<file path="src/rtl/pol_ram.sv">
// Generic single-write, single-read RAM with a registered read port.
// Depends on nothing.
`default_nettype none

module pol_ram #(
  parameter int unsigned Width = 8,
  parameter int unsigned Depth = 16
) (
  input  wire logic                     clk_i,
  input  wire logic                     we_i,
  input  wire logic [$clog2(Depth)-1:0] waddr_i,
  input  wire logic [Width-1:0]         wdata_i,
  input  wire logic [$clog2(Depth)-1:0] raddr_i,
  output logic      [Width-1:0]         rdata_o
);

  logic [Width-1:0] mem [Depth];

  always_ff @(posedge clk_i) begin
    if (we_i) begin
      mem[waddr_i] <= wdata_i;
    end
    rdata_o <= mem[raddr_i];
  end

endmodule

`default_nettype wire

</file>
<file path="config.mk">
export PLATFORM = sky130hd
export DESIGN_NAME = pol_ram
export DESIGN_NICKNAME = d
export VERILOG_FILES = /design/src/rtl/pol_ram.sv
export SDC_FILE = /design/constraint.sdc
export NUM_CORES = 1
export LEC_CHECK = 0
export BUFFER_PORTS_ARGS = -buffer_cell sky130_fd_sc_hd__buf_4
export CORE_MARGIN = 1.5
export CORE_UTILIZATION = 35
export CTS_CLUSTER_SIZE = 12
export DETAILED_ROUTE_END_ITERATION = 10
export PLACE_DENSITY = 0.57
export SYNTH_ARGS = -nofsm -noshare
export SYNTH_HDL_FRONTEND = slang
export SYNTH_SLANG_ARGS = --single-unit
</file>
<file path="constraint.sdc">
create_clock -name clk_i -period 2.41 [get_ports clk_i]
set_clock_uncertainty 0.05 [all_clocks]
set_input_delay 0.1205 -clock clk_i [delete_from_list [all_inputs] [get_ports clk_i]]
set_output_delay 0.1205 -clock clk_i [all_outputs]
set_load 0.005 [all_outputs]
</file>
# Yosys cells after proc, flatten, opt, wreduce, memory -nomap -nowiden
# Memories as Yosys holds them, arrays and structs flattened. A register that Yosys moved wholly into a read port is not among the register bits.
# Index checks and enable logic that the tools add are counted.
# totals
in_bits	18
ram_bits	128
wordCells	3
ff_bits	0
output_inout_bits	8
mem_count	1
# op_classes
mux	2
# memory_table
name	words	width	rd	rd_clocked_by_memory_dff	wr	line_no	text
mem	16	8	1	1	1	17	logic [Width-1:0] mem [Depth];
# ops
cell	count
$mux W1	2

# Depth between registers and ports, before layout
# logic_depth
word_depth	2
depth_mapped	5
ltp_nobuf	3

# Least setup slack after synthesis
# OpenSTA, ideal clock, no wires.
# synth_timing
kind	input-to-reg
start	input port waddr_i[2]
end	memory mem[0][0], enable pin
t_required_ns	1.977
cell_stages	2
setup_ns	0.383
n_path_buf	0
t_arrival_ns	1.230
path_slack_ns	0.747
cell_sequence	or3b_2 > nor3_1
# synth_lines
item	line_no	text
from (decl)	11	input wire logic [$clog2(Depth)-1:0] waddr_i,
to (decl)	17	
# Straight into the memory's write port.

==> impl_results.md <==
* Final net count at 307
* Run status: completed
* Power Dens Cells at 894 nW/um^2
* First-pass GRT wire length at 15,500 um
* DR DRC count at 0
* Largest family of logic cells by synthesized area: multiplexers
* Initial DRC Count at 139
* Total Wirelength at 10,100 um
* Largest net degree at the start of global routing at 33
* Seq/Total Area, Yosys at 77.8%
* Min-delay src: waddr_i[0]
* Total CTS buffers at 17
* P_leak at 2.15 nW
* FF+latch count, synth at 136
* EDFF count, synth at 128
* Distinct cells, synth at 19
* Routed WL per cell at 20.8 um
* End-of-flow core utilization at 43.9%
* Ant diodes at 0
* Share of cells above drive strength 1 at 29.9%
* Syn_nets at 247
* Worst Setup SP: mem[3][7]$_DFFE_PP_
* Worst hold-check path type: input port to flop
* CP endpoint kind: flop
* Htree depth at 4
* IO Count at 26
* Crit path time final at 1460 ps
* Die Wd at 124 um
* Crit Path Category: flop to flop
* Final Setup Violations at 0
* Filler Cell Count at 1,253
* 1st-pass router iterations at 4
* Synthesis-to-layout area growth at 23.1%
* Maximum VDD drop at 0.000765 V
* CP arrival at 1700 ps
* Synth Area in Compound Gates at 2.33%
* Fmax at 683 MHz
* Most common cell in the netlist: edfxtp_1
* Worst Path Required at 2650 ps
* Worst Setup Start Kind: flop
* Mux cell area share after synthesis at 15.0%
* Top cell type by total area after synthesis: edfxtp_1
* Share of the synthesized area in the top cell type at 74.7%
* Multi-input logic area at 1060 um^2
* Worst slew margin at 47.0%
* Prevailing post-synth register cell: edfxtp_1
* Initial antenna violation count at 0
* CTS tree: built
* Worst flop-to-flop path startpoint: mem[3][7]$_DFFE_PP_
* PortBufs at 25
* Row cnt at 44
* Clock Root Buffer: clkbuf_16
* Clock transition at path regs at 60 ps
* Adder-Cell Fraction of Synth Area at 0%
* Slew @ Worst Pin at 794 ps
* GPL Wtd Cong at 0.727
* RSZ-0062 raised after global routing: no
* Vias in the first global route at 2,566
* Largest cells by area after synthesis: edfxtp_1 (75%), mux4_2 (7.9%), mux4_1 (7.1%)
* Half-perimeter wire length after placement at 6660 um
* Post-CTS setup buffers at 0
* Synth cell count leaders: edfxtp_1 (128), mux4_2 (18), a22oi_1 (16)
* Height of the die at 124 um
* Asr flop ratio synth at 0%
* Fin cells at 485
* DR vias/cell at 5.10
* Post-Synth Simple-Gate Area at 3.18%
* Clock tree sinks at 136
* Via Count at 2,474
* Final global-route overflow total at 0
* Gr usage total at 13.9%
* Synth warnings at 0
* Synthesized area at 5150 um^2
* Xor/xnor share of the synthesized area at 0%
* Core Footprint at 14,400 um^2
* Post-Syn Instances at 229
* Mean Syn Cell Area at 22.5 um^2
* Max-slew violation count at 0
* Die Area at 15,400 um^2
* Setup TNS at 0 ps
* Sequential cell area at 4000 um^2
* Endpoints failing hold at 0
* Worst-Skew Late Latency at 410 ps
* Worst-path fanout max at 1
* Maximum root-to-sink buffer count at 2
* Crit share post-route at 60.7%
* Initial Util at 35.7%
* ANT nets after route at 0
* Max capacitance violation total at 0
* Dpl cells at 446
-- cell usage in the layout (no fill, tap or decap), drive strengths merged, types with 2 or more instances in the layout --
master / instances
clkbuf: 17
nor3: 4
nand2b: 2
clkinvlp: 3
dfxtp: 8
mux4: 32
edfxtp: 128
dlygate4sd3: 8
bufinv: 5
nand3b: 2
nand2: 9
buf: 43
a22oi: 16
clkinv: 6
nor2: 13
-- cells by family (layout without fill, tap and decap cells) --
family                 after synthesis  count (layout)
DFF                                136             136
buffers and inverters               10              82
muxes                               32              32
AOI/OAI and AO/OA                   16              16
and+or+nand+nor                     35              35
-- worst max-delay path, stage by stage, from the launching register on --
cell	delay [ps]
edfxtp_1	360
mux4_2	470
a22oi_1	360
nand2_1	110
-- metrics by stage --
step	setup WS (ps)	power, W	hold WS (ps)	cell area, um^2
after global placement	606	0.00297	382	5630
after floorplan	747	0.00284	169	5150
after detailed placement	586	0.00298	395	5630
final	947	0.00567	107	6340
after CTS	961	0.00572	95.1	6340
after global routing	907	0.00584	98.6	6340
-- power by group --
group	internal (W)	switching, W
clock network	0.00182	0.000920
logic	0.000128	0.000141
registers	0.00265	0.0000171
-- worst paths after layout --
| check | end | slack [ps] | depth (start not counted) |
|---|---|---|---|
| worst min-delay path | mem[4][4]$_DFFE_PP_ | 110 | 2 |
| worst max register to register | rdata_o[7]$_DFF_P_ | 950 | 3 |
| worst max-delay path | rdata_o[7]$_DFF_P_ | 950 | 3 |
| worst min register to register | rdata_o[3]$_DFF_P_ | 620 | 3 |
-- layer usage --
layer  track usage, %  share of wire (%)  vias up
li1                 -                  -     1093
met1             18.8                 48     1301
met2             21.1                 48       71
met3             4.64                3.9        9
met4             4.73               0.96        0
met5                0                  0        -
-- state kept, by name, summed over array words and instances, names as in the netlist --
| signal | count |
|---|---|
| mem | 128 |
| rdata_o | 8 |
-- timing repair --
| item | 4_1_cts | 5_1_grt |
|---|---|---|
| hold buffers | 8 | 0 |
| hold endpoints to repair | 128 | 0 |
| gates resized for setup | 0 | 0 |
-- cell type report --
class,count,area share (%)
Clock buffer,17,6.71
Sequential cell,136,63.2
Tap cell,184,3.63
Multi-Input combinational cell,83,16.7
Timing Repair Buffer,51,6.55
Clock inverter,14,3.26
(Power assumes the default switching activity.)
