**config.mk**
```make
export PLATFORM = sky130hd
export DESIGN_NAME = pol_sqrt
export DESIGN_NICKNAME = d
export VERILOG_FILES = /design/src/rtl/pol_pkg.sv /design/src/rtl/pol_sqrt.sv
export SDC_FILE = /design/constraint.sdc
export NUM_CORES = 1
export LEC_CHECK = 0
export BUFFER_PORTS_ARGS = -buffer_cell sky130_fd_sc_hd__buf_2
export CAP_MARGIN = 40
export CORE_MARGIN = 4
export CORE_UTILIZATION = 57
export CTS_CLUSTER_SIZE = 28
export DETAILED_ROUTE_END_ITERATION = 8
export PLACE_DENSITY = 0.71
export SKIP_CTS_REPAIR_TIMING = 1
export SLEW_MARGIN = 20
export SYNTH_ARGS = -nofsm -noshare
export SYNTH_HDL_FRONTEND = slang
export SYNTH_SLANG_ARGS = --single-unit
export TNS_END_PERCENT = 1
```
**constraint.sdc**
```tcl
create_clock -name clk_i -period 13.3 [get_ports clk_i]
set_input_delay 1.995 -clock clk_i [delete_from_list [all_inputs] [get_ports clk_i]]
set_output_delay 1.995 -clock clk_i [all_outputs]
set_load 0.1 [all_outputs]
```
**src/rtl/pol_pkg.sv**
```systemverilog
// Package for the polyline point-at-arc-length block.
// Holds the widths, the action codes, the state enums and the unit request and response structs.
// Depends on nothing.
`default_nettype none

package pol_pkg;

  localparam int unsigned MaxEdges = 256;
  localparam int unsigned IdxW     = $clog2(MaxEdges);
  localparam int unsigned CntW     = IdxW + 1;
  localparam int unsigned CoordW   = 32;
  localparam int unsigned LenW     = 48;
  localparam int unsigned PtsW     = 4 * CoordW;
  localparam int unsigned RootW    = CoordW + 1;
  localparam int unsigned StepW    = 6;

  localparam logic [LenW-1:0] LenMax = {1'b0, {(LenW-1){1'b1}}};

  typedef enum logic [1:0] {
    ACT_CLEAR  = 2'd0,
    ACT_APPEND = 2'd1,
    ACT_QUERY  = 2'd2,
    ACT_NONE   = 2'd3
  } act_e;

  typedef enum logic [4:0] {
    ST_IDLE,
    ST_LEN,
    ST_QCHK,
    ST_MOD,
    ST_SRCH,
    ST_SCMP,
    ST_CI_RD,
    ST_CI_USE,
    ST_BASE_USE,
    ST_EVAL,
    ST_TDIV,
    ST_PT_RD,
    ST_PT_USE,
    ST_MULX,
    ST_ADDX,
    ST_MULY,
    ST_ADDY,
    ST_OUT
  } state_e;

  typedef enum logic [1:0] {
    SEL_START,
    SEL_END,
    SEL_LERP
  } sel_e;

  typedef enum logic [1:0] {
    SQ_IDLE,
    SQ_X,
    SQ_Y,
    SQ_ROOT
  } sq_phase_e;

  typedef struct packed {
    logic              start;
    logic [RootW-1:0]  ax;
    logic [RootW-1:0]  ay;
  } sqrt_req_t;

  typedef struct packed {
    logic              done;
    logic [RootW-1:0]  root;
  } sqrt_rsp_t;

  typedef struct packed {
    logic              start;
    logic [StepW-1:0]  steps;
    logic [LenW-1:0]   init_rem;
    logic [LenW-1:0]   num;
    logic [LenW-1:0]   divisor;
  } div_req_t;

  typedef struct packed {
    logic              done;
    logic [LenW-1:0]   rem;
    logic [LenW-1:0]   quo;
  } div_rsp_t;

endpackage

`default_nettype wire

```
**src/rtl/pol_sqrt.sv**
```systemverilog
// Edge length unit: squares both axis magnitudes by shift and add, then takes
// the floor square root two radicand bits per cycle. Depends on pol_pkg.
`default_nettype none

module pol_sqrt (
  input  wire logic               clk_i,
  input  wire logic               rst_ni,
  input  wire pol_pkg::sqrt_req_t req_i,
  output pol_pkg::sqrt_rsp_t      rsp_o
);

  localparam int unsigned RW = pol_pkg::RootW;
  localparam int unsigned AW = 2 * RW;
  localparam int unsigned MW = RW + 3;

  pol_pkg::sq_phase_e phase_q, phase_d;
  logic [pol_pkg::StepW-1:0] cnt_q, cnt_d;
  logic [AW-1:0] mcand_q, mcand_d, acc_q, acc_d, rad_q, rad_d;
  logic [RW-1:0] mplier_q, mplier_d, ay_q, ay_d, root_q, root_d;
  logic [MW-1:0] rem_q, rem_d;
  logic done_q, done_d;
  logic [AW-1:0] acc_sum;
  logic [MW-1:0] rem2, trial;

  always_comb begin
    acc_sum  = acc_q + (mplier_q[0] ? mcand_q : '0);
    rem2     = {rem_q[MW-3:0], rad_q[AW-1:AW-2]};
    trial    = {1'b0, root_q, 2'b01};
    phase_d  = phase_q;
    cnt_d    = cnt_q;
    mcand_d  = mcand_q;
    acc_d    = acc_q;
    rad_d    = rad_q;
    mplier_d = mplier_q;
    ay_d     = ay_q;
    root_d   = root_q;
    rem_d    = rem_q;
    done_d   = 1'b0;
    case (phase_q)
      pol_pkg::SQ_IDLE: begin
        if (req_i.start) begin
          mcand_d  = {{RW{1'b0}}, req_i.ax};
          mplier_d = req_i.ax;
          ay_d     = req_i.ay;
          acc_d    = '0;
          cnt_d    = pol_pkg::StepW'(RW - 1);
          phase_d  = pol_pkg::SQ_X;
        end
      end
      pol_pkg::SQ_X, pol_pkg::SQ_Y: begin
        acc_d    = acc_sum;
        mcand_d  = {mcand_q[AW-2:0], 1'b0};
        mplier_d = {1'b0, mplier_q[RW-1:1]};
        cnt_d    = cnt_q - 1'b1;
        if (cnt_q == '0) begin
          cnt_d = pol_pkg::StepW'(RW - 1);
          if (phase_q == pol_pkg::SQ_X) begin
            mcand_d  = {{RW{1'b0}}, ay_q};
            mplier_d = ay_q;
            phase_d  = pol_pkg::SQ_Y;
          end else begin
            rad_d   = acc_sum;
            rem_d   = '0;
            root_d  = '0;
            phase_d = pol_pkg::SQ_ROOT;
          end
        end
      end
      pol_pkg::SQ_ROOT: begin
        if (rem2 >= trial) begin
          rem_d  = rem2 - trial;
          root_d = {root_q[RW-2:0], 1'b1};
        end else begin
          rem_d  = rem2;
          root_d = {root_q[RW-2:0], 1'b0};
        end
        rad_d = {rad_q[AW-3:0], 2'b00};
        cnt_d = cnt_q - 1'b1;
        if (cnt_q == '0) begin
          done_d  = 1'b1;
          phase_d = pol_pkg::SQ_IDLE;
        end
      end
      default: phase_d = pol_pkg::SQ_IDLE;
    endcase
  end

  always_ff @(posedge clk_i or negedge rst_ni) begin
    if (!rst_ni) begin
      phase_q <= pol_pkg::SQ_IDLE;
      done_q  <= 1'b0;
    end else begin
      phase_q <= phase_d;
      done_q  <= done_d;
    end
  end

  always_ff @(posedge clk_i) begin
    cnt_q    <= cnt_d;
    mcand_q  <= mcand_d;
    acc_q    <= acc_d;
    rad_q    <= rad_d;
    mplier_q <= mplier_d;
    ay_q     <= ay_d;
    root_q   <= root_d;
    rem_q    <= rem_d;
  end

  assign rsp_o.done = done_q;
  assign rsp_o.root = root_q;

endmodule

`default_nettype wire

```
# [Word level (Yosys, flattened, before mapping)]
# Cells that the tools add are included.
# Widths: inputs -> output; s select.
[classes] reduce_logical=9 muxes=32 magnitude_cmp=1 n_addsub=3 n_eq_ne=7
[op_table] cell="$mux 66" count=7
[op_table] cell="$pmux 66 s2" count=3
[op_table] cell="$mux 33" count=5
[op_table] cell="$pmux 33 s2" count=2
[op_table] cell="$mux 34" count=3
[op_table] cell="$pmux 34 s2" count=1
[op_table] cell="$add 66x66->66" count=1
[op_table] cell="$ge 36x35->1" count=1
[op_table] cell="$sub 34x34->34" count=1
[op_table] cell="$pmux 6 s3" count=1
[op_table] cell="$mux 6" count=2
[op_table] cell="$ne 2x2->1 const B" count=4
[op_table] cell="$logic_not 6->1" count=1
[op_table] cell="$mux 2" count=3
[op_table] cell="$pmux 2 s3" count=1
[op_table] cell="$reduce_and 3->1" count=2
[op_table] cell="$sub 6x1->6 const B" count=1
[op_table] cell="$eq 2x2->1 const B" count=2
[op_table] cell="$mux 1" count=4
[op_table] cell="$reduce_and 2->1" count=2
[op_table] cell="$reduce_bool 2->1" count=2
[op_table] cell="$eq 2x1->1 const B" count=1
[op_table] cell="$logic_not 2->1" count=1
[op_table] cell="$reduce_or 2->1" count=1
[word_totals] ff_bits=340

# [Longest topological paths before layout]
[logic_depth] ltp_word=5 depth_mapped=15

# [Least setup slack after synthesis]
# OpenSTA, ideal clock, no wires.
[synth_path] path_kind="reg-to-reg" start="register phase_q[0]" end="register rad_q[0], enable pin" t_required_ns=12.491 path_stages_with_launch=7 path_buffers=3 setup_slack_ns=1.929 period_less_slack_ns=11.371 arrival_ns=10.562 setup_time_ns=0.809 path_cell_list="dfrtp_1 inv_1 ha_1 clkbuf_1 clkbuf_1 clkbuf_1 o21ai_0"
[synth_between] elab_chain_len=4 elab_cells_between_ends=8 cone_classes="eq/ne (5); reduce/logical (3)"
[synth_rtl] item="start: declaration" line="pol_sqrt.sv:16" rtl="pol_pkg::sq_phase_e phase_q, phase_d;"
[synth_rtl] item="start signal: assignment" line="pol_sqrt.sv:90" rtl="phase_q <= pol_pkg::SQ_IDLE;"
[synth_rtl] item="start signal: assignment" line="pol_sqrt.sv:93" rtl="phase_q <= phase_d;"
[synth_rtl] item="$eq 2x1->1 or $eq 2x2->1 (tied branches)" line="pol_sqrt.sv:39, pol_sqrt.sv:57"
[synth_rtl] item="$reduce_or 2->1" line="pol_sqrt.sv:39" rtl="case (phase_q)"
[synth_rtl] item="$ne 2x2->1 (no line) or $reduce_bool 2->1 (tied branches)"
[synth_rtl] item="$reduce_and 3->1 (no line) *"
[synth_rtl] item="end signal: assignment" line="pol_sqrt.sv:102" rtl="rad_q <= rad_d;"
[synth_rtl] item="end: declaration" line="pol_sqrt.sv:18" rtl="logic [AW-1:0] mcand_q, mcand_d, acc_q, acc_d, rad_q, rad_d;"
# Every way passes the cells marked *; elsewhere a longest branch is shown, timed or not.
# A chain may end at the register's enable or synchronous reset.

# [Final worst setup path]
[layout_path] start="register mplier_q[0]" end="register rad_q[60] (data pin)"
[layout_between] elab_chain_len=5
[layout_rtl] item="start: declaration" line="pol_sqrt.sv:19" rtl="logic [RW-1:0] mplier_q, mplier_d, ay_q, ay_d, root_q, root_d;"
[layout_rtl] item="start signal: assignment" line="pol_sqrt.sv:103" rtl="mplier_q <= mplier_d;"
[layout_rtl] item="$mux 66" line="pol_sqrt.sv:26" rtl="acc_sum = acc_q + (mplier_q[0] ? mcand_q : '0);"
[layout_rtl] item="$add 66x66->66" line="pol_sqrt.sv:26"
[layout_rtl] item="$mux 66" line="pol_sqrt.sv:57" rtl="if (phase_q == pol_pkg::SQ_X) begin"
[layout_rtl] item="$mux 66" line="pol_sqrt.sv:55" rtl="if (cnt_q == '0) begin"
[layout_rtl] item="$pmux 66 s2" line="pol_sqrt.sv:39"
[layout_rtl] item="net rad_d[60]" line="pol_sqrt.sv:18"
# The timed path passes the listed nets, and every way through them passes these cells. The select of a mux whose other input is x is not followed.

==> flow_summary.ini <==
[outcome]
status = completed

[cts]
clkTransAtPathRegs_ns = 0.06
cts_buffers = 38
cts.path.max_buffers = 3
htreeDepth = 2
clk_latency_ns = 0.54
numClockSinks = 340
root_buffer = clkbuf_16
cts_tree = done

[job]
drv_cap = 0

[floorplanning]
initial_utilization_pct = 58.05
die_w_um = 193.0
die_height_um = 193.0
io_pins = 103
core_um2 = 33620
dieArea_um2 = 37260
rows = 67

[finish]
syn2layout_area_growth_pct = 11.15
fin_cells = 2449
utilization_pct = 64.52
drive_above_1_share_pct = 10.54
layout.nets = 2150
diodes = 0

[grt]
antenna_found_initial = 0
grt_pass1_wl_um = 70670
gr-total-overflow = 0
grt_pass1_vias = 13970
grt_max_degree = 82
grt.total_usage_pct = 23.06

[synth]
ys_top_cells_by_count = edfxtp_1, nor2_1, nand2_1, a21oi_1, o21ai_0
synthFlopType = edfxtp_1
synth-edff-count = 337
synth_area_um2 = 19510
synth.avg_cell_area_um2 = 10.19
ys_async_sr_fraction_pct = 0.8824
yosys-top-cells-area = edfxtp_1, ha_1, a21oi_1
yosysWarnings = 0
synth_top_area_cell = edfxtp_1
synth.most_common_cell = edfxtp_1
synth_top_area_share_pct = 51.86
yosysSeqAreaShare_pct = 52.25
synthDistinctLibCells = 83
synth_cells = 1914
synth_nets = 2088
synth_seq_cells = 340

[detailed_routing]
wirelength_um = 42900
firstDrtPassIters = 7
viasPerCell = 5.863
via_count = 14360
drt_iter0_drc = 1017
antenna_left = 0
wl_per_cell_um = 17.52
drc = 0

[setup_path]
crit_path_start_kind = flop
critical_path_class = reg -> reg
rr_startpoint = mplier_q[0]
crit_path_start = mplier_q[0]
crit_path_max_fanout = 54
critical_path_arrival_ns = 4.44
end_kind = flop
required_ns = 13.56

[place]
dp_hpwl_um = 29610
gp_congestion = 0.9366
placed_cells = 2377
port_buffers = 102

[power]
powerDensity_nw_per_um2 = 301.3
leakage_nw = 8.860
vdd_ir_drop_max_mv = 0.1707
power.total_mw = 6.536

[timing]
max_freq_mhz = 239.1
period_share_pct = 31.45
rsz0062_at_grt = no
final_hold_viol_count = 0
clock-skew-final_ns = 0.01910
period_minus_slack_ns = 4.182
setup_viol = 0
slew_headroom_pct = 44.44
tns_ns = 0
final_max_slew_viol_count = 0
tightestPinTransition_ns = 0.8278

[worst_hold_path]
min_path_type = reg -> reg
hp-start = rad_q[41]
where the power goes:
part | leakage [nW] | total (mW) | switching, mW | internal, mW
combinational | 4.99 | 3.42 | 2.21 | 1.21
sequential | 3.31 | 2.12 | 0.155 | 1.96
clock | 0.565 | 0.995 | 0.419 | 0.576
cell type report:
cell class,count,area [µm²]
fillers,2706,11930
flip-flops and latches,340,10190
multi-input cells,1401,8680
clock buffers,47,1006
repair buffers,122,813.3
well taps,448,560.5
inverters,73,274.0
clock inverters,18,160.2
metal layers:
| metal | track usage, % | routed length [µm] | vias up |
|---|---|---|---|
| met4 | 5.882 | 868 | 0 |
| met1 | 34.23 | 20220 | 6815 |
| li1 | - | - | 7065 |
| met3 | 3.187 | 2405 | 58 |
| met5 | 0 | 0 | - |
| met2 | 36.22 | 19410 | 420 |
state kept, by name, indices dropped and copies added (netlist names):
register  count
ay_q         33
rem_q        34
root_q       33
mcand_q      66
cnt_q         6
rad_q        66
done_q        1
mplier_q     33
phase_q       2
acc_q        66
layout by cell type (no fill, tap or decap), drive strengths merged, types with 4 or more instances in the layout:
cell     count
o211ai      10
a21boi       6
nor4         9
a21oi      210
mux2i       16
edfxtp     337
a2111oi      5
nand4       27
a31oi       12
nor2       217
nand2      211
a211oi       8
nand3       24
and3        44
ha         104
nor2b        6
and2        77
o31ai        4
nand3b       6
a41oi        4
a221o        4
nor3        12
inv         73
clkinv      14
clkbuf      47
xor2        42
o21bai      20
nand2b      14
buf        122
xnor2       54
o21ai      128
a21o        66
o22ai        6
o21a        11
path summary, 6_finish.rpt:
check	end	cells past startpoint	slack, ns
worst max-delay path	rad_q[60]	13	9.12
worst min-delay path	rad_q[43]	2	0.53
worst max register to register	rad_q[60]	13	9.12
worst min register to register	rad_q[43]	2	0.53
max in group asynchronous	phase_q[0]	1	11.88
min in group asynchronous	phase_q[1]	1	1.27
worst max-delay path, stage by stage (launching register included):
cell      delay (ns)
edfxtp_1        0.53
buf_4           0.45
and2_1          0.20
ha_1            0.32
a21o_1          0.20
a21o_1          0.16
a221oi_1        0.42
o21ai_1         0.12
a41oi_2         0.35
a41oi_2         0.28
a21oi_1         0.43
o21bai_1        0.16
xnor2_1         0.20
o21ai_0         0.09
cell families (layout without fill, tap and decap cells):
group                      count (synthesis)  after routing  share of synthesized area, %
and+or+nand+nor                          659            659                         15.62
AOI/OAI and AO/OA                        523            523                         16.60
DFF                                      340            340                         52.25
buffers and inverters                    173            260                         3.514
adders and majority gates                105            105                         6.771
xor gates and xnor gates                  96             96                         4.309
muxes                                     18             18                        0.9362
metrics by stage:
| stage | setup WS [ns] | hold WS, ns | area, µm² |
|---|---|---|---|
| 6_report | 9.118 | 0.5300 | 21690 |
| 3_5_place_dp | 8.744 | 0.5101 | 20400 |
| 2_1_floorplan | 1.929 | 0.4597 | 19510 |
| 5_1_grt | 8.723 | 0.5504 | 21690 |
| 4_1_cts | 9.073 | 0.5212 | 21560 |
| 3_3_place_gp | 8.690 | 0.5051 | 20290 |
Power figures use the tool's default switching activity.
