[config.mk]
export PLATFORM = sky130hd
export DESIGN_NAME = pol_div
export DESIGN_NICKNAME = d
export VERILOG_FILES = /design/src/rtl/pol_pkg.sv /design/src/rtl/pol_div.sv
export SDC_FILE = /design/constraint.sdc
export NUM_CORES = 1
export LEC_CHECK = 0
export BUFFER_PORTS_ARGS = -buffer_cell sky130_fd_sc_hd__buf_4
export CORE_UTILIZATION = 36
export CTS_CLUSTER_SIZE = 28
export DETAILED_ROUTE_END_ITERATION = 16
export REMOVE_ABC_BUFFERS = 1
export SLEW_MARGIN = 25
export SYNTH_ARGS = -nofsm -noshare
export SYNTH_HDL_FRONTEND = slang
export SYNTH_SLANG_ARGS = --single-unit
[constraint.sdc]
create_clock -name clk_i -period 4.55 [get_ports clk_i]
set_input_delay 0.91 -clock clk_i [delete_from_list [all_inputs] [get_ports clk_i]]
set_output_delay 0.91 -clock clk_i [all_outputs]
set_load 0.03 [all_outputs]
[src/rtl/pol_pkg.sv]
// Package for the polyline point-at-arc-length block.
// Holds the widths, the action codes, the state enums and the unit request and response structs.
// Depends on nothing.
`default_nettype none

package pol_pkg;

  localparam int unsigned MaxEdges = 256;
  localparam int unsigned IdxW     = $clog2(MaxEdges);
  localparam int unsigned CntW     = IdxW + 1;
  localparam int unsigned CoordW   = 32;
  localparam int unsigned LenW     = 48;
  localparam int unsigned PtsW     = 4 * CoordW;
  localparam int unsigned RootW    = CoordW + 1;
  localparam int unsigned StepW    = 6;

  localparam logic [LenW-1:0] LenMax = {1'b0, {(LenW-1){1'b1}}};

  typedef enum logic [1:0] {
    ACT_CLEAR  = 2'd0,
    ACT_APPEND = 2'd1,
    ACT_QUERY  = 2'd2,
    ACT_NONE   = 2'd3
  } act_e;

  typedef enum logic [4:0] {
    ST_IDLE,
    ST_LEN,
    ST_QCHK,
    ST_MOD,
    ST_SRCH,
    ST_SCMP,
    ST_CI_RD,
    ST_CI_USE,
    ST_BASE_USE,
    ST_EVAL,
    ST_TDIV,
    ST_PT_RD,
    ST_PT_USE,
    ST_MULX,
    ST_ADDX,
    ST_MULY,
    ST_ADDY,
    ST_OUT
  } state_e;

  typedef enum logic [1:0] {
    SEL_START,
    SEL_END,
    SEL_LERP
  } sel_e;

  typedef enum logic [1:0] {
    SQ_IDLE,
    SQ_X,
    SQ_Y,
    SQ_ROOT
  } sq_phase_e;

  typedef struct packed {
    logic              start;
    logic [RootW-1:0]  ax;
    logic [RootW-1:0]  ay;
  } sqrt_req_t;

  typedef struct packed {
    logic              done;
    logic [RootW-1:0]  root;
  } sqrt_rsp_t;

  typedef struct packed {
    logic              start;
    logic [StepW-1:0]  steps;
    logic [LenW-1:0]   init_rem;
    logic [LenW-1:0]   num;
    logic [LenW-1:0]   divisor;
  } div_req_t;

  typedef struct packed {
    logic              done;
    logic [LenW-1:0]   rem;
    logic [LenW-1:0]   quo;
  } div_rsp_t;

endpackage

`default_nettype wire

[src/rtl/pol_div.sv]
// Restoring divider, one quotient bit per cycle, for the wrap modulo and the
// edge fraction. Depends on pol_pkg.
`default_nettype none

module pol_div (
  input  wire logic              clk_i,
  input  wire logic              rst_ni,
  input  wire pol_pkg::div_req_t req_i,
  output pol_pkg::div_rsp_t      rsp_o
);

  localparam int unsigned W = pol_pkg::LenW;

  logic busy_q, busy_d, done_q, done_d;
  logic [pol_pkg::StepW-1:0] cnt_q, cnt_d;
  logic [W-1:0] r_q, r_d, num_q, num_d, quo_q, quo_d, dv_q, dv_d;
  logic [W:0] r2;

  always_comb begin
    r2     = {r_q, num_q[W-1]};
    busy_d = busy_q;
    done_d = 1'b0;
    cnt_d  = cnt_q;
    r_d    = r_q;
    num_d  = num_q;
    quo_d  = quo_q;
    dv_d   = dv_q;
    if (!busy_q) begin
      if (req_i.start) begin
        busy_d = 1'b1;
        cnt_d  = req_i.steps - 1'b1;
        r_d    = req_i.init_rem;
        num_d  = req_i.num;
        quo_d  = '0;
        dv_d   = req_i.divisor;
      end
    end else begin
      num_d = {num_q[W-2:0], 1'b0};
      if (r2 >= {1'b0, dv_q}) begin
        r_d   = W'(r2 - {1'b0, dv_q});
        quo_d = {quo_q[W-2:0], 1'b1};
      end else begin
        r_d   = r2[W-1:0];
        quo_d = {quo_q[W-2:0], 1'b0};
      end
      cnt_d = cnt_q - 1'b1;
      if (cnt_q == '0) begin
        busy_d = 1'b0;
        done_d = 1'b1;
      end
    end
  end

  always_ff @(posedge clk_i or negedge rst_ni) begin
    if (!rst_ni) begin
      busy_q <= 1'b0;
      done_q <= 1'b0;
    end else begin
      busy_q <= busy_d;
      done_q <= done_d;
    end
  end

  always_ff @(posedge clk_i) begin
    cnt_q <= cnt_d;
    r_q   <= r_d;
    num_q <= num_d;
    quo_q <= quo_d;
    dv_q  <= dv_d;
  end

  assign rsp_o.done = done_q;
  assign rsp_o.rem  = r_q;
  assign rsp_o.quo  = quo_q;

endmodule

`default_nettype wire

# Word-level counts from Yosys, hierarchy flattened
# Index checks and enable logic that the tools add are counted.
[word_totals]
inputBits = 153
word_cells = 31
register_bits = 200
[op_classes]
muxes = 15
bitwise_logic = 1
reduce_logical = 3
n_addsub = 3
magnitude_cmp = 1
[ops]
columns = ["operator", "count"]
rows = [
  ["$mux W48", 7],
  ["$ge A49 B48 Y1", 1],
  ["$sub A48 B48 Y48", 1],
  ["$mux W6", 2],
  ["$sub A6 B1 Y6 const B", 2],
  ["$logic_not A6 Y1", 1],
  ["$mux W1", 6],
  ["$reduce_and A2 Y1", 1],
  ["$reduce_bool A2 Y1", 1],
  ["$not A1 Y1", 1],
]

# Logic depth before layout (Yosys ltp)
# Gate-level depths: netlist of run 1.
[logic_depth]
word_depth = 3
ltp_mapped = 15

# Worst setup path after synthesis of run 1
# OpenSTA, ideal clock, no wires.
[synth_timing]
kind = "register to register"
from = "register busy_q"
to = "register cnt_q[0] in the netlist's numbering (enable)"
path_slack_ps = -335
path_buffers = 4
setup_ps = 502
stages_incl_launch_ff = 7
arrival_ps = 4383
t_required_ps = 4048
cell_sequence = "dfrtp_1 > clkbuf_1 > clkbuf_1 > buf_1 > clkbuf_1 > nor2_1 > inv_1"
[synth_between]
elab_chain_len = 1
[synth_rtl]
columns = ["item", "line_no", "text"]
rows = [
  ["start: declaration", "pol_div.sv:14", "logic busy_q, busy_d, done_q, done_d;"],
  ["start signal: assignment", "pol_div.sv:59", "busy_q <= busy_d;"],
  ["$reduce_bool A2 Y1 (no source line)", "--", ""],
  ["end signal: assignment", "pol_div.sv:65", "cnt_q <= cnt_d;"],
  ["end: declaration", "pol_div.sv:15", "logic [pol_pkg::StepW-1:0] cnt_q, cnt_d;"],
]
# Every way passes these cells.
# A chain may end at the register's enable or synchronous reset.

# Worst setup path in the final report of run 1
[layout_timing]
from = "register r_q[25]"
to = "register r_q[2] (data pin)"
[layout_between]
elab_chain_len = 3
[layout_rtl]
columns = ["item", "line_no", "text"]
rows = [
  ["start: declaration", "pol_div.sv:16", "logic [W-1:0] r_q, r_d, num_q, num_d, quo_q, quo_d, dv_q, dv_d;"],
  ["start signal: assignment", "pol_div.sv:66", "r_q <= r_d;"],
  ["$ge A49 B48 Y1", "pol_div.sv:39", "if (r2 >= {1'b0, dv_q}) begin"],
  ["$mux W48", "pol_div.sv:39", ""],
  ["$mux W48", "pol_div.sv:28", "if (!busy_q) begin"],
  ["named net r_d[2]", "pol_div.sv:16", ""],
]
# The timed path passes the listed nets, and every way through them passes these cells.

==> metrics.md, run 1 <==
| Metric | Value |
|---|---|
| Run status | finished, final reports clean |
| Final wirelength | 28890 µm |
| Routed vias/inst | around 5.2 |
| Row count | 63 |
| Crit start category | flip-flop |
| Commonest register cell after synthesis | sky130_fd_sc_hd__edfxtp_1 |
| Combinational family with the most area after synthesis | compound AO/OA/AOI/OAI gates |
| Setup ws final | between 0.9 and 1 ns |
| Power density over cell area | roughly 760 nW/µm² |
| Final Cell Area | 13890 µm² |
| Placeable core region | between 30000 and 40000 µm² |
| Buffer count from post-CTS setup fixing | 0 |
| Synthesized instance count | between 900 and 1000 |
| Critical-path cell list | ha_1, a21oi_1, o21ai_0, o211ai_1, nor2_1, o2bb2ai_1, a21oi_2, nor2b_4, buf_4, mux2_1, mux2_2 |
| Final period util | between 70% and 80% |
| Final worst clock skew | 0.02126 ns |
| Iteration count of the initial detailed-routing pass | 5 |
| Worst path slowest cell | sky130_fd_sc_hd__edfxtp_1 |
| Number of unique standard cell types used by synthesis | 70 |
| Peak per-stage delay on the critical path | 0.43 ns |
| Number of gates given a new drive strength after cts | 0 |
| Max Root-Sink Buffers | 2 |
| Pwr Total | approximately 11 mW |
| Leading cell type in the layout, fill and taps excluded | sky130_fd_sc_hd__buf_4 |
| EDFF count, synth | ~200 |
| Fmax | roughly 280 MHz |
| Worst-path clk slew | ~0.08 ns |
| Hold_buf cts | 0 |
| Setup TNS | 0 ns |
| Fraction of the mapped netlist area in compound gates | 16.61% |
| Post-Route Utilization | a little under half |
| Crit path arrival time | between 3 and 4 ns |
| Maximum fanout along the worst path | 26 |
| Final Hold Slack | approximately 0.23 ns |
| Summed instance area of the synthesized netlist | 11110 µm² |
| Share of power burned in the clock network | between 10 and 15% |
| Wire length of the first global-routing pass | ~44000 µm |
| #FFs+latches synth | 200 |
| All-layer global routing usage | a little under a fifth |
| Global-route congestion overflow total | 0 |
| Type of the worst min-delay path | in2async |
| Via count of the first global-routing pass | a little over 8000 |
| Die extent in y | approximately 180 µm |
| Total instance count after detailed placement | around 1600 |
| Worst setup slack for register-to-register paths | 0.97 ns |
| Area enclosed by the die boundary | 31570 µm² |
| Slew @ Worst Pin | roughly 0.83 ns |
| Sequential fraction of the synthesis area | roughly 54% |
| Final min period | between 3 and 4 ns |
| HPWL after detailed placement | between 20000 and 25000 µm |
| Net switching power figure | 4.471 mW |
| Number of nets in the finished design | 1403 |
| Part of the power in registers | between 30% and 40% |
| Post-route ant nets | 0 |
| Initial core utilization | 37.00% |
| I/O pin count | 250 |
| Final Instance Count excl. Fillers | 1604 |
| Sink count of the clock tree | 200 |
| Post-Place Cell Area | around 13000 µm² |
| Static leakage | approximately 6 nW |
| Clock buffer count from CTS | 17 |
| Type of the setup path with the least slack | reg2reg |
| Pin count of the biggest net entering global routing | 86 |
| Weighted congestion at the end of routability-driven global placement | 0.9022 |
| RSZ-0062 raised after global routing | no |
| Clock insertion delay at the later pin of the skew report | ~0.46 ns |
| Mean area per synthesized cell | around 11 µm² |
| Width of the die | approximately 180 µm |
| Input/output buffers | about 250 |
| Adder and majority gate portion of the synthesized area | 5.698% |
| CP Data Required Time | between 4 and 5 ns |
| Fin. max-slew vios | 0 |
| Total number of vias | slightly above 8000 |
| Initial antenna violation count | 1 |
| Area share of xor/xnor cells in the synthesized design | a little under 4% |
| Max rail drop VDD | 0.0003927 V |
| Proportion of synthesized area in mux cells | roughly 3.9% |
| Synthesis warning total | 0 |
| Proportion of layout cells with a drive suffix above 1 | roughly a quarter |
| Pint | 6.090 mW |
| Drc violations | 0 |
| Clock root buffer master | sky130_fd_sc_hd__clkbuf_16 |
| Commonest cells after routing, fill and taps aside | 256 x sky130_fd_sc_hd__buf_4, 197 x sky130_fd_sc_hd__edfxtp_1, 84 x sky130_fd_sc_hd__a21oi_1 |
| Violation count after the first detailed-route iteration | 450 |
| Post-placement setup slack | about 0.98 ns |
| Fraction of registers with async set or reset after synthesis | roughly 1.0% |
| Combinational group share of total power | between 50% and 60% |
| Number of hold-slack violations in the final timing report | 0 |
| Count of maximum capacitance violations | 0 |
| P&R area growth vs syn | 25.00% |
| Net switching share of the total power | 42.33% |
| Remaining max-slew budget at the tightest pin | between 40% and 50% |
| Clock tree from TritonCTS | yes |
| Average routed wire per standard cell | 18.01 µm |
| CTS H-tree depth | 4 |
| Element type at the critical path end | flip-flop |
| Synthesized-area fraction occupied by and/or/nand/nor cells | a little under an eighth |
| Number of setup violations in the final report | 0 |
## worst max-delay path, delay by kind of cell (launching register included)
| family | cells | cell delay, ns |
|---|---|---|
| simple gates | 2 | 0.42 |
| compound gates | 5 | 1.02 |
| buf+inv | 1 | 0.42 |
| fa+ha+maj | 1 | 0.41 |
| flops | 1 | 0.43 |
| mux | 2 | 0.60 |
## final timing paths
kind	from	to	depth (start not counted)
setup / recovery	r_q[25]$_DFFE_PP_	r_q[2]$_DFFE_PP_	11
hold / removal	rst_ni	done_q$_DFF_PN0_	1
setup reg to reg	r_q[25]$_DFFE_PP_	r_q[2]$_DFFE_PP_	11
hold reg to reg	num_q[0]$_SDFFE_PP0P_	num_q[0]$_SDFFE_PP0P_	2
max in group asynchronous	rst_ni	busy_q$_DFF_PN0_	1
min in group clk_i	num_q[0]$_SDFFE_PP0P_	num_q[0]$_SDFFE_PP0P_	2
## layer usage
metal / GRT usage [%] / share of wire [%]
met1: 24.72 / 46
met2: 27.77 / 44
met3: 6.191 / 8.6
met4: 5.840 / 1.7
met5: 0 / 0.059
## power by group through the flow
stage / clock network, mW / logic (mW) / registers, mW
floorplan: 0 / 3.03 / 4.31
global placement: 0 / 5.51 / 3.47
detailed placement: 0 / 5.56 / 3.49
CTS: 1.61 / 5.58 / 3.46
global route: 1.66 / 6.04 / 3.55
finish: 1.56 / 5.55 / 3.46
## cell families after synthesis
family / after synthesis
adder cells (fa/ha/maj): 50
AND/OR/NAND/NOR: 250
buffers and inverters: 123
AO/OA/AOI/OAI: 269
multiplexers: 42
flip-flops: 200
XOR/XNOR: 49
## sequential cells by signal, summed over array words and instances (netlist names)
register  flops
dv_q         48
num_q        48
quo_q        48
r_q          48
cnt_q         6
busy_q        1
done_q        1
## Yosys cell counts, types with 3 or more instances
| library cell | count | area share [%] |
|---|---|---|
| sky130_fd_sc_hd__and3_1 | 4 | 0.23 |
| sky130_fd_sc_hd__xnor2_1 | 31 | 2.4 |
| sky130_fd_sc_hd__nand2b_1 | 5 | 0.28 |
| sky130_fd_sc_hd__clkbuf_1 | 24 | 0.81 |
| sky130_fd_sc_hd__a211o_1 | 3 | 0.24 |
| sky130_fd_sc_hd__xor2_1 | 18 | 1.4 |
| sky130_fd_sc_hd__nor2b_1 | 14 | 0.79 |
| sky130_fd_sc_hd__o31ai_1 | 5 | 0.34 |
| sky130_fd_sc_hd__a21oi_1 | 84 | 3.8 |
| sky130_fd_sc_hd__nor2_1 | 69 | 2.3 |
| sky130_fd_sc_hd__nand3_1 | 11 | 0.50 |
| sky130_fd_sc_hd__o211ai_1 | 6 | 0.41 |
| sky130_fd_sc_hd__o221ai_1 | 4 | 0.32 |
| sky130_fd_sc_hd__nor3_1 | 6 | 0.27 |
| sky130_fd_sc_hd__a211oi_1 | 5 | 0.34 |
| sky130_fd_sc_hd__a22o_1 | 48 | 3.8 |
| sky130_fd_sc_hd__edfxtp_1 | 197 | 53 |
| sky130_fd_sc_hd__mux2i_1 | 36 | 3.2 |
| sky130_fd_sc_hd__mux2_2 | 3 | 0.30 |
| sky130_fd_sc_hd__a31o_2 | 3 | 0.24 |
| sky130_fd_sc_hd__or3_1 | 5 | 0.28 |
| sky130_fd_sc_hd__and2_1 | 52 | 2.9 |
| sky130_fd_sc_hd__a31oi_1 | 14 | 0.79 |
| sky130_fd_sc_hd__buf_2 | 22 | 0.99 |
| sky130_fd_sc_hd__o21a_1 | 10 | 0.68 |
| sky130_fd_sc_hd__nand4_1 | 20 | 1.1 |
| sky130_fd_sc_hd__nand2_1 | 49 | 1.7 |
| sky130_fd_sc_hd__ha_1 | 49 | 5.5 |
| sky130_fd_sc_hd__o21ai_0 | 31 | 1.4 |
| sky130_fd_sc_hd__a21o_1 | 15 | 1.0 |
| sky130_fd_sc_hd__nor3b_1 | 3 | 0.20 |
| sky130_fd_sc_hd__o21bai_1 | 7 | 0.47 |
| sky130_fd_sc_hd__inv_1 | 64 | 2.2 |
| sky130_fd_sc_hd__o21ai_1 | 8 | 0.36 |
| sky130_fd_sc_hd__nor4_1 | 5 | 0.28 |
| sky130_fd_sc_hd__buf_1 | 8 | 0.27 |
| sky130_fd_sc_hd__mux2_1 | 3 | 0.30 |
| sky130_fd_sc_hd__buf_4 | 3 | 0.20 |
## area by class of cell
class                   count  area, µm²
clock buffers              17      425.4
multi-input cells         660       4618
inverters                  64      245.2
flip-flops and latches    200       5989
repair buffers            257       1942
fillers                  2851      16140
well taps                 390      488.0
clock inverters            15      178.9
diodes                      1      2.502
Note: power is estimated with default switching activity, not from simulation.
==> run 2: changes to the inputs <==
- clock period: 4.55 -> 3.5 ns (I/O delays scaled with it)
==> metrics.md, run 2 (synthesized netlist as in run 1, its figures left out) <==
| Metric | Value |
|---|---|
| I/O pin count | 250 |
| Number of nets in the finished design | ~1400 |
| Slew @ Worst Pin | 0.7703 ns |
| Average routed wire per standard cell | 18.18 µm |
| Endpoint of the most critical setup path | r_q[46]$_DFFE_PP_ |
| Width of the die | around 180 µm |
| Final Instance Count excl. Fillers | around 1600 |
| Number of hold-slack violations in the final timing report | 0 |
| Worst min-delay path startpoint | req_i[19] |
| Post-placement setup slack | 0.01584 ns |
| Worst setup slack for register-to-register paths | between 0.15 and 0.2 ns |
| HPWL after detailed placement | 21400 µm |
| Max Root-Sink Buffers | 2 |
| Proportion of layout cells with a drive suffix above 1 | a little over a quarter |
| Run status | finished, final reports clean |
| Weighted congestion at the end of routability-driven global placement | between 0.8 and 0.9 |
| Pin count of the biggest net entering global routing | roughly 180 |
| Final min period | 3.326 ns |
| Final Cell Area | 14100 µm² |
| Wire length of the first global-routing pass | about 45000 µm |
| Clock insertion delay at the later pin of the skew report | between 0.4 and 0.5 ns |
| Fmax | 300.7 MHz |
| Worst path slowest cell | sky130_fd_sc_hd__edfxtp_1 |
| Die extent in y | 177.7 µm |
| Post-Route Utilization | 46.96% |
| Violation count after the first detailed-route iteration | approximately 560 |
| Worst reg2reg startpoint | num_q[47]$_DFFE_PP_ |
| Drc violations | 0 |
| Area enclosed by the die boundary | ~32000 µm² |
| Input/output buffers | between 200 and 250 |
| Total number of vias | about 8400 |
| Number of fillers in the final layout | ~2900 |
| Placeable core region | about 30000 µm² |
| Post-route ant nets | 0 |
| Type of the worst min-delay path | in2reg |
| Commonest cells after routing, fill and taps aside | 266 x sky130_fd_sc_hd__buf_4, 197 x sky130_fd_sc_hd__edfxtp_1, 82 x sky130_fd_sc_hd__a21oi_1 |
| Iteration count of the initial detailed-routing pass | 5 |
| Clock buffer count from CTS | 17 |
| RSZ-0062 raised after global routing | yes |
| Clock root buffer master | sky130_fd_sc_hd__clkbuf_16 |
| CP Data Required Time | between 3 and 4 ns |
| Leading cell type in the layout, fill and taps excluded | sky130_fd_sc_hd__buf_4 |
| Initial core utilization | a little under two fifths |
| Fin. max-slew vios | 0 |
| Type of the setup path with the least slack | reg2reg |
| Static leakage | 5.953 nW |
| Critical-path cell list | inv_1, ha_1, inv_1, fa_1, a21o_1, a221oi_4, o22ai_1, o22ai_1, o31a_1, o211ai_2, a211oi_2, xor2_1, o221ai_1 |
| Worst Reg2Reg Path Length in Cells | 13 |
| CTS H-tree depth | 4 |
| Max rail drop VDD | ~0.00046 V |
| Final period util | 95.03% |
| Endpoint of the worst register-to-register path | r_q[46]$_DFFE_PP_ |
| Via count of the first global-routing pass | between 8000 and 9000 |
| Sink count of the clock tree | 200 |
| Number of setup violations in the final report | 0 |
| Global-route congestion overflow total | 0 |
| Crit start category | flip-flop |
| Antenna Diode Count | 0 |
| Remaining max-slew budget at the tightest pin | 48.64% |
| Initial antenna violation count | 1 |
| Element type at the critical path end | flip-flop |
| Count of maximum capacitance violations | 0 |
| Pwr Total | 13.97 mW |
| Maximum fanout along the worst path | 5 |
| Total instance count after detailed placement | 1583 |
| All-layer global routing usage | between 10% and 20% |
| Worst-path clk slew | 0.09 ns |
| Peak per-stage delay on the critical path | 0.39 ns |
| Setup ws final | between 0.15 and 0.2 ns |
| Final wirelength | between 20000 and 30000 µm |
| Power density over cell area | 990.3 nW/µm² |
| Post-Place Cell Area | roughly 13000 µm² |
| Crit path arrival time | 3.50 ns |
| Clock tree from TritonCTS | yes |
| Routed vias/inst | 5.167 |
| P&R area growth vs syn | 26.91% |
| Origin of the worst setup path | num_q[47]$_DFFE_PP_ |
| Row count | 63 |
| Final worst clock skew | roughly 0.016 ns |
## run 2: cell type report
class	count	area, µm²	share of cell area [%]
tap	390	488.0	3.460
timing repair buffer	272	2107	14.94
sequential	200	5989	42.47
multi-input combinational	660	4692	33.27
inverter	64	245.2	1.739
clock inverter	14	151.4	1.074
clock buffer	18	429.2	3.043
## run 2: worst max-delay path, delay by kind of cell, from the launching register on
family,cells,cell delay [ns]
compound gates,8,1.83
buf+inv,2,0.12
flops,1,0.39
xor+xnor,1,0.17
fa+ha+maj,2,0.54
## run 2: metal layers
metal | wire length [µm] | global-route usage (%)
met2 | 13170 | 28.56
met5 | 17 | 0
met1 | 13590 | 25.37
met4 | 371 | 4.701
met3 | 2269 | 6.448
## run 2: how the worst min path moves through the flow
stage                               endpoint  slack, ns  depth (start not counted)
after floorplan             busy_q$_DFF_PN0_       0.40                          0
after global placement      done_q$_DFF_PN0_       0.48                          1
after detailed placement    done_q$_DFF_PN0_       0.49                          1
after CTS                 dv_q[19]$_DFFE_PP_       0.39                          1
after global routing      dv_q[17]$_DFFE_PP_       0.38                          1
final                     dv_q[19]$_DFFE_PP_       0.41                          1
## run 2: power by group
group	switching, mW	internal (mW)	leakage (nW)
Sequential	0.554	3.95	2.12
Combinational	4.31	3.17	3.56
Clock	1.04	0.959	0.281
## run 2: through the flow
| step | hold WS (ns) | TNS (ns) |
|---|---|---|
| after floorplan | 0.4044 | -888.48 |
| after global routing | 0.3831 | -0.01814 |
| final | 0.4107 | 0 |
| after global placement | 0.4825 | 0 |
| after CTS | 0.3880 | 0 |
| after detailed placement | 0.4863 | 0 |
## run 2: what timing repair did
action                                  4_1_cts  5_1_grt
gates resized for setup                       0       12
endpoints found under the hold margin         2        0
endpoints found under the setup margin        0       13
hold buffers                                  1        0
setup buffers                                 0        2
